--- src/hw/rtl/sha256_pkg.sv ---
// ----------------------------------------------------------------------------
// SHA-256 package
// Shared types, initial hash, round constants and sigma functions.
// ----------------------------------------------------------------------------
package sha256_pkg;

  typedef logic [31:0]        word_t;
  typedef logic [15:0][31:0]  block_t;
  typedef logic [7:0][31:0]   hash_t;

  // Control from the sequencer to the round engine
  typedef struct packed {
    logic start;   // load block and hash, then run one compression
    logic reinit;  // return the hash to its initial value
  } core_ctrl_t;

  localparam int unsigned NumRounds = 64;
  localparam int unsigned LenPos    = 56;
  localparam logic [7:0]  PadByte   = 8'h80;

  localparam hash_t InitHash = {
    32'h5be0cd19, 32'h1f83d9ab, 32'h9b05688c, 32'h510e527f,
    32'ha54ff53a, 32'h3c6ef372, 32'hbb67ae85, 32'h6a09e667
  };

  function automatic word_t round_k(input logic [5:0] idx);
    word_t k;
    unique case (idx)
      6'd0:  k = 32'h428a2f98;  6'd1:  k = 32'h71374491;
      6'd2:  k = 32'hb5c0fbcf;  6'd3:  k = 32'he9b5dba5;
      6'd4:  k = 32'h3956c25b;  6'd5:  k = 32'h59f111f1;
      6'd6:  k = 32'h923f82a4;  6'd7:  k = 32'hab1c5ed5;
      6'd8:  k = 32'hd807aa98;  6'd9:  k = 32'h12835b01;
      6'd10: k = 32'h243185be;  6'd11: k = 32'h550c7dc3;
      6'd12: k = 32'h72be5d74;  6'd13: k = 32'h80deb1fe;
      6'd14: k = 32'h9bdc06a7;  6'd15: k = 32'hc19bf174;
      6'd16: k = 32'he49b69c1;  6'd17: k = 32'hefbe4786;
      6'd18: k = 32'h0fc19dc6;  6'd19: k = 32'h240ca1cc;
      6'd20: k = 32'h2de92c6f;  6'd21: k = 32'h4a7484aa;
      6'd22: k = 32'h5cb0a9dc;  6'd23: k = 32'h76f988da;
      6'd24: k = 32'h983e5152;  6'd25: k = 32'ha831c66d;
      6'd26: k = 32'hb00327c8;  6'd27: k = 32'hbf597fc7;
      6'd28: k = 32'hc6e00bf3;  6'd29: k = 32'hd5a79147;
      6'd30: k = 32'h06ca6351;  6'd31: k = 32'h14292967;
      6'd32: k = 32'h27b70a85;  6'd33: k = 32'h2e1b2138;
      6'd34: k = 32'h4d2c6dfc;  6'd35: k = 32'h53380d13;
      6'd36: k = 32'h650a7354;  6'd37: k = 32'h766a0abb;
      6'd38: k = 32'h81c2c92e;  6'd39: k = 32'h92722c85;
      6'd40: k = 32'ha2bfe8a1;  6'd41: k = 32'ha81a664b;
      6'd42: k = 32'hc24b8b70;  6'd43: k = 32'hc76c51a3;
      6'd44: k = 32'hd192e819;  6'd45: k = 32'hd6990624;
      6'd46: k = 32'hf40e3585;  6'd47: k = 32'h106aa070;
      6'd48: k = 32'h19a4c116;  6'd49: k = 32'h1e376c08;
      6'd50: k = 32'h2748774c;  6'd51: k = 32'h34b0bcb5;
      6'd52: k = 32'h391c0cb3;  6'd53: k = 32'h4ed8aa4a;
      6'd54: k = 32'h5b9cca4f;  6'd55: k = 32'h682e6ff3;
      6'd56: k = 32'h748f82ee;  6'd57: k = 32'h78a5636f;
      6'd58: k = 32'h84c87814;  6'd59: k = 32'h8cc70208;
      6'd60: k = 32'h90befffa;  6'd61: k = 32'ha4506ceb;
      6'd62: k = 32'hbef9a3f7;  6'd63: k = 32'hc67178f2;
      default: k = 32'h0;
    endcase
    return k;
  endfunction

  function automatic word_t rotr(input word_t x, input int unsigned n);
    return (x >> n) | (x << (32 - n));
  endfunction

  function automatic word_t big_sigma0(input word_t x);
    return rotr(x, 2) ^ rotr(x, 13) ^ rotr(x, 22);
  endfunction

  function automatic word_t big_sigma1(input word_t x);
    return rotr(x, 6) ^ rotr(x, 11) ^ rotr(x, 25);
  endfunction

  function automatic word_t small_sigma0(input word_t x);
    return rotr(x, 7) ^ rotr(x, 18) ^ (x >> 3);
  endfunction

  function automatic word_t small_sigma1(input word_t x);
    return rotr(x, 17) ^ rotr(x, 19) ^ (x >> 10);
  endfunction

endpackage

--- src/hw/rtl/sha256_core.sv ---
// ----------------------------------------------------------------------------
// SHA-256 round engine
// One round per cycle over a 16-word schedule window; owns the hash state.
// ----------------------------------------------------------------------------
module sha256_core
  import sha256_pkg::*;
(
  input  logic       clk_i,
  input  logic       rst_ni,
  input  core_ctrl_t ctrl_i,
  input  block_t     block_i,
  output logic       done_o,
  output hash_t      hash_o
);

  typedef enum logic [1:0] {
    C_IDLE,
    C_LOAD,
    C_ROUND,
    C_ADD
  } core_state_e;

  core_state_e state_q;
  logic [5:0]  rnd_q;
  hash_t       hash_q;
  hash_t       var_q;
  block_t      w_q;

  word_t t1, t2, w_new;
  word_t ch, maj;

  always_comb begin
    ch    = (var_q[4] & var_q[5]) ^ (~var_q[4] & var_q[6]);
    maj   = (var_q[0] & var_q[1]) ^ (var_q[0] & var_q[2]) ^ (var_q[1] & var_q[2]);
    t1    = var_q[7] + big_sigma1(var_q[4]) + ch + round_k(rnd_q) + w_q[0];
    t2    = big_sigma0(var_q[0]) + maj;
    w_new = small_sigma1(w_q[14]) + w_q[9] + small_sigma0(w_q[1]) + w_q[0];
  end

  always_ff @(posedge clk_i or negedge rst_ni) begin
    if (!rst_ni) begin
      state_q <= C_IDLE;
      rnd_q   <= '0;
      hash_q  <= InitHash;
      done_o  <= 1'b0;
    end else begin
      done_o <= 1'b0;
      unique case (state_q)
        C_IDLE: begin
          if (ctrl_i.reinit) begin
            hash_q <= InitHash;
          end
          if (ctrl_i.start) begin
            state_q <= C_LOAD;
          end
        end
        C_LOAD: begin
          // block has settled by the cycle after start
          w_q     <= block_i;
          var_q   <= hash_q;
          rnd_q   <= '0;
          state_q <= C_ROUND;
        end
        C_ROUND: begin
          var_q[7] <= var_q[6];
          var_q[6] <= var_q[5];
          var_q[5] <= var_q[4];
          var_q[4] <= var_q[3] + t1;
          var_q[3] <= var_q[2];
          var_q[2] <= var_q[1];
          var_q[1] <= var_q[0];
          var_q[0] <= t1 + t2;
          for (int i = 0; i < 15; i++) begin
            w_q[i] <= w_q[i+1];
          end
          w_q[15] <= w_new;
          rnd_q   <= rnd_q + 6'd1;
          if (rnd_q == 6'(NumRounds - 1)) begin
            state_q <= C_ADD;
          end
        end
        C_ADD: begin
          for (int i = 0; i < 8; i++) begin
            hash_q[i] <= hash_q[i] + var_q[i];
          end
          done_o  <= 1'b1;
          state_q <= C_IDLE;
        end
        default: state_q <= C_IDLE;
      endcase
    end
  end

  assign hash_o = hash_q;

endmodule

--- src/hw/rtl/sha256_message_hasher_top.sv ---
// ----------------------------------------------------------------------------
// SHA-256 message hasher
// Byte-serial SHA-256 with padding, length field and eight-word digest output.
// ----------------------------------------------------------------------------
// A message arrives one byte per input transaction (has_byte_i qualifies the
// byte; end_of_message_i closes the message, its own byte hashed first). An
// ordinary byte stalls nothing; the next one may follow straight on. The 64th
// byte of a block starts a compression in the shared round engine: a load
// step, the rounds at one round per cycle and a hash update, and the input
// is stalled until the engine is done. An end transaction adds a padding
// step, one or two compressions (two when fewer than nine bytes remain in
// the block for the pad byte and the length field) and then eight output
// transactions, word 0 first, with last_word_o on word 7. No new input is
// taken until all eight words have been taken; the hash then returns to its
// initial value and the byte count restarts at zero. The bit length counts
// modulo 2^64. No clearing pass.
// ----------------------------------------------------------------------------
module sha256_message_hasher_top
  import sha256_pkg::*;
(
  input  logic        clk_i,
  input  logic        rst_ni,
  // input channel
  input  logic        in_valid_i,
  output logic        in_stall_o,
  input  logic [7:0]  data_byte_i,
  input  logic        has_byte_i,
  input  logic        end_of_message_i,
  // digest channel
  output logic        out_valid_o,
  input  logic        out_stall_i,
  output logic [31:0] digest_word_o,
  output logic [2:0]  word_index_o,
  output logic        last_word_o
);

  typedef enum logic [2:0] {
    ST_IDLE,   // taking bytes
    ST_BLOCK,  // compressing a full data block
    ST_PAD,    // pad byte and zero fill
    ST_PADC,   // compressing padded block with no room for the length
    ST_LEN,    // write length words, start final compression
    ST_LENC,   // compressing final block
    ST_OUT     // handing out the digest
  } state_e;

  state_e      state_q;
  logic [63:0] cnt_q;        // bytes of the current message
  logic        end_q;        // end seen with the block-completing byte
  logic        len_clr_q;    // block must be cleared before length goes in
  logic [2:0]  idx_q;
  block_t      blk_q, blk_d;

  core_ctrl_t  ctrl;
  logic        core_done;
  hash_t       hash;

  logic [5:0]  pos;
  logic [3:0]  wi;
  logic [4:0]  sh;
  logic        accept;
  logic [7:0]  put_val;
  logic        put_en;
  logic [63:0] bits;

  assign pos    = cnt_q[5:0];
  assign wi     = pos[5:2];
  assign sh     = {~pos[1:0], 3'b000};  // big-endian byte lane
  assign bits   = {cnt_q[60:0], 3'b000};
  assign accept = in_valid_i && !in_stall_o;

  assign in_stall_o = (state_q != ST_IDLE);

  // Byte placement into the block buffer
  always_comb begin
    put_en  = 1'b0;
    put_val = PadByte;
    blk_d   = blk_q;
    if (state_q == ST_IDLE) begin
      put_en  = accept && has_byte_i;
      put_val = data_byte_i;
    end else if (state_q == ST_PAD) begin
      put_en = 1'b1;
      // words past the pad byte are zero
      for (int i = 0; i < 16; i++) begin
        if (4'(i) > wi) begin
          blk_d[i] = '0;
        end
      end
    end
    if (put_en) begin
      if (pos[1:0] == 2'b00) begin
        blk_d[wi] = {24'h0, put_val} << sh;
      end else begin
        blk_d[wi] = blk_q[wi] | ({24'h0, put_val} << sh);
      end
    end
    if (state_q == ST_LEN) begin
      if (len_clr_q) begin
        blk_d = '0;
      end
      blk_d[14] = bits[63:32];
      blk_d[15] = bits[31:0];
    end
  end

  always_ff @(posedge clk_i) begin
    blk_q <= blk_d;
  end

  always_comb begin
    ctrl.start  = 1'b0;
    ctrl.reinit = 1'b0;
    unique case (state_q)
      ST_IDLE: ctrl.start = accept && has_byte_i && (pos == 6'd63);
      ST_PAD:  ctrl.start = (pos >= 6'(LenPos));
      ST_LEN:  ctrl.start = 1'b1;
      ST_OUT:  ctrl.reinit = !out_stall_i && (idx_q == 3'd7);
      default: ;
    endcase
  end

  sha256_core u_core (
    .clk_i   (clk_i),
    .rst_ni  (rst_ni),
    .ctrl_i  (ctrl),
    .block_i (blk_q),
    .done_o  (core_done),
    .hash_o  (hash)
  );

  always_ff @(posedge clk_i or negedge rst_ni) begin
    if (!rst_ni) begin
      state_q   <= ST_IDLE;
      cnt_q     <= '0;
      end_q     <= 1'b0;
      len_clr_q <= 1'b0;
      idx_q     <= '0;
    end else begin
      unique case (state_q)
        ST_IDLE: begin
          if (accept) begin
            end_q <= end_of_message_i;
            if (has_byte_i) begin
              cnt_q <= cnt_q + 64'd1;
            end
            if (has_byte_i && (pos == 6'd63)) begin
              state_q <= ST_BLOCK;
            end else if (end_of_message_i) begin
              state_q <= ST_PAD;
            end
          end
        end
        ST_BLOCK: begin
          if (core_done) begin
            state_q <= end_q ? ST_PAD : ST_IDLE;
          end
        end
        ST_PAD: begin
          len_clr_q <= (pos >= 6'(LenPos));
          state_q   <= (pos >= 6'(LenPos)) ? ST_PADC : ST_LEN;
        end
        ST_PADC: begin
          if (core_done) begin
            state_q <= ST_LEN;
          end
        end
        ST_LEN: begin
          state_q <= ST_LENC;
        end
        ST_LENC: begin
          if (core_done) begin
            idx_q   <= '0;
            state_q <= ST_OUT;
          end
        end
        ST_OUT: begin
          if (!out_stall_i) begin
            idx_q <= idx_q + 3'd1;
            if (idx_q == 3'd7) begin
              cnt_q   <= '0;
              state_q <= ST_IDLE;
            end
          end
        end
        default: state_q <= ST_IDLE;
      endcase
    end
  end

  assign out_valid_o   = (state_q == ST_OUT);
  assign digest_word_o = hash[idx_q];
  assign word_index_o  = idx_q;
  assign last_word_o   = (idx_q == 3'd7);

endmodule

--- config.mk ---
export PLATFORM = sky130hd
export DESIGN_NAME = sha256_message_hasher_top
export DESIGN_NICKNAME = d
export VERILOG_FILES = /design/src/hw/rtl/sha256_pkg.sv /design/src/hw/rtl/sha256_core.sv /design/src/hw/rtl/sha256_message_hasher_top.sv
export SDC_FILE = /design/constraint.sdc
export NUM_CORES = 2
export LEC_CHECK = 0
export CORE_MARGIN = 4
export CORE_UTILIZATION = 50
export CTS_CLUSTER_DIAMETER = 40
export DETAILED_ROUTE_END_ITERATION = 16
export DONT_BUFFER_PORTS = 1
export GPL_TIMING_DRIVEN = 1
export HOLD_SLACK_MARGIN = 0.02
export PLACE_DENSITY = 0.64
export SLEW_MARGIN = 20
export SYNTH_ARGS = -nofsm -noshare
export SYNTH_HDL_FRONTEND = slang
export SYNTH_HIERARCHICAL = 1
export SYNTH_SLANG_ARGS = --single-unit
export TNS_END_PERCENT = 1
--- constraint.sdc ---
create_clock -name clk_i -period 25.6 [get_ports clk_i]
set_input_delay 2.56 -clock clk_i [delete_from_list [all_inputs] [get_ports clk_i]]
set_output_delay 2.56 -clock clk_i [all_outputs]
set_load 0.01 [all_outputs]
==> run summary <==
Ys Warns -> 6
Crit-path slowest cell -> ha_1
Clock skew -> 0.0928 ns
Simple-Gate Fraction of Synth Area -> 7.41%
CTS tree -> yes
Drt wl/cell -> 30.2 um
Multi-input gate area -> 0.0513 mm2
WHS -> 0.481 ns
Core area -> 0.191 mm2
First-pass GRT wire length -> 498 mm
CTS root buf -> clkbuf_16
Distinct cells, synth -> 105
Final min period -> 10.23 ns
Async SR Flop Fraction -> 20.7%
CTS Buffer Depth -> 4
Combinational family with the most area after synthesis -> compound AO/OA/AOI/OAI gates
Via count -> 73,700
Min-delay worst type -> reg2reg
DRT iter0 DRCs -> 7,444
Top cell type's share of synthesized area -> 24.0%
Share of cells above drive strength 1 -> 20.0%
Total iterations of the first detailed-routing run -> 6
Overflow after GRT -> 0
M2 GR Usage -> 54.3%
Data arrival, critical path -> 10.86 ns
DP Worst Slack -> 15.61 ns
Fin. Hold Viols -> 0
Initial antenna violation count -> 15
Most instantiated library cell after synthesis -> mux2_2
Most Used Layer, Global Route -> met2
Area growth syn-to-layout -> 12.7%
Max cap viols -> 0
Vias per cell -> 6.47
WL final -> 344 mm
Post-CTS sizing -> 0
Worst setup SP type -> flip-flop
Adder-Cell Fraction of Synth Area -> 9.51%
FF/Latch Area -> 0.0419 mm2
CTS buffer count -> 286
RR Startpoint -> u_core/rnd_q[0]$_DFFE_PN0N_
Synth Cell Area -> 0.0961 mm2
Synth area leaders -> edfxtp_1 24%, dfxtp_1 11%, mux2_2 9.7%
Top_reg_cell synth -> edfxtp_1
Remaining antenna violation count -> 0
Crit path from -> u_core/rnd_q[0]$_DFFE_PN0N_
Post-synthesis xor/xnor area fraction -> 5.51%
Largest net degree at the start of global routing -> 336
Max_slew headroom -> 18.5%
Final setup vio count -> 0
Outcome -> finished, final reports clean
Die height -> 446 um
Fin util -> 56.8%
Critical Path RT -> 26.23 ns
Post-Synthesis Cells -> 8,755
Max Slew Vio Count -> 0
Die W -> 446 um
Mean Syn Cell Area -> 11.0 um2
FMAX -> 0.0978 GHz
Unrepaired setup endpoints after global routing -> no
PortBufs -> 0
Drt drc -> 0
Critical Path End Type -> flip-flop
Met1 Usage GRT -> 41.7%
CP bufs+invs -> 4
Mux cell area share after synthesis -> 13.9%
H-tree Lvls -> 5
Actual slew at the worst max-slew pin -> 1.22 ns
Global-route usage over all layers -> 33.8%
Reg clk slew, reported paths -> 0.05 ns
Row count -> 160
Post-CTS Setup Repair Bufs -> 0
CP max stage delay -> 0.76 ns
Setup TNS -> 0 ns
Kind of critical path -> reg2reg
GR Util met3 -> 6.30%
DP Wirelength -> 237 mm
Top delay family on crit path -> compound AO/OA/AOI/OAI gates
Worst Hold Launch -> blk_q[382]$_DFF_P_
Worst skew pair latency -> 0.94 ns
Synth cell count leaders -> 825 x mux2_2, 768 x edfxtp_1, 592 x a21oi_1
Setup ws final -> 15.37 ns
Register bit count reported by yosys -> 1,614
Area fraction in compound gates after synthesis -> 16.6%
Worst-path maximum fanout -> 15
I/O Pins -> 52
# nets final -> 9,275
Die Area -> 0.199 mm2
Post-synth EDFFs -> 768
Area leader, netlist -> edfxtp_1
Tcrit/Tclk final -> 40.0%
Register area share after synthesis -> 43.5%
Vias in the first global route -> 72,000
Starting density of the core -> 50.4%
Clk sinks -> 1,614
Synth Net Count -> 9,379
GPL Wtd Cong -> 0.988
Most common cell on crit path -> a21o_1
Cts hold-fix bufs -> 0
Fill cells -> 16,100
[worst register-to-register path: cells and delay by family, from the launching register on]
family,cells,cell delay (ns)
muxes,1,0.26
buffers and inverters,4,0.80
AOI/OAI and AO/OA,18,4.01
and+or+nand+nor,5,1.22
DFF,1,0.66
adders and majority gates,5,2.60
xor gates and xnor gates,2,0.44
[cell usage in the layout (no fill, tap or decap), types with 202 or more instances in the layout]
cell type / count
a21oi_1: 590
a22o_1: 265
clkbuf_16: 295
dfxtp_1: 512
edfxtp_1: 768
ha_1: 412
inv_1: 377
mux2_2: 824
nand2_1: 454
nor2_1: 495
o21ai_0: 529
xnor2_1: 403
xor2_1: 202
[stage by stage]
step,instance area (um2),cells
after global routing,108000,11400
final,108000,11400
after CTS,108000,11400
after global placement,98600,10900
after detailed placement,98600,10900
after floorplan,96100,8755
[per-layer routing]
metal,up-vias,wire length (um)
li1,32400,-
met1,36900,132000
met2,3414,159000
met3,998,26300
met4,12,26600
met5,-,80
[kinds of logic (layout without fill, tap and decap cells)]
family / count (synthesis) / in the layout
AOI/OAI and AO/OA: 2396 / 2396
xor gates and xnor gates: 605 / 605
adders and majority gates: 613 / 613
buffers and inverters: 884 / 994
DFF: 1614 / 1614
muxes: 1110 / 1110
other: 0 / 11
and+or+nand+nor: 1533 / 1533
[path summary, 6_finish.rpt]
check | end | slack, ns | cells after the start
setup reg to reg | u_core/var_q[28]$_DFFE_PP_ | 15.37 | 35
hold / removal | blk_q[382]$_DFF_P_ | 0.48 | 1
setup / recovery | u_core/var_q[28]$_DFFE_PP_ | 15.37 | 35
hold reg to reg | blk_q[382]$_DFF_P_ | 0.48 | 1
max in group asynchronous | u_core/rnd_q[3]$_DFFE_PN0N_ | 23.31 | 0
min in group asynchronous | u_core/hash_o[44]$_DFFE_PN0P_ | 1.40 | 0
[state kept, by name, summed over array words and instances, names as in the netlist]
signal / flops
word_index_o: 3
blk_q: 512
u_core/w_q: 512
u_core/var_q: 256
len_clr_q: 1
cnt_q: 61
end_q: 1
state_q: 3
u_core/state_q: 2
u_core/done_o: 1
u_core/hash_o: 256
u_core/rnd_q: 6
[layout make-up]
type | instances | area share [%]
clock buffers | 345 | 7.17
flip-flops and latches | 1614 | 38.7
inverters | 385 | 1.33
clock inverters | 157 | 1.72
multi-input cells | 6257 | 47.4
diodes | 11 | 0.0254
well taps | 2511 | 2.90
repair buffers | 107 | 0.830
Power is not shown: default switching activity piles up to over one toggle a cycle in this logic, so the estimate is an artifact.
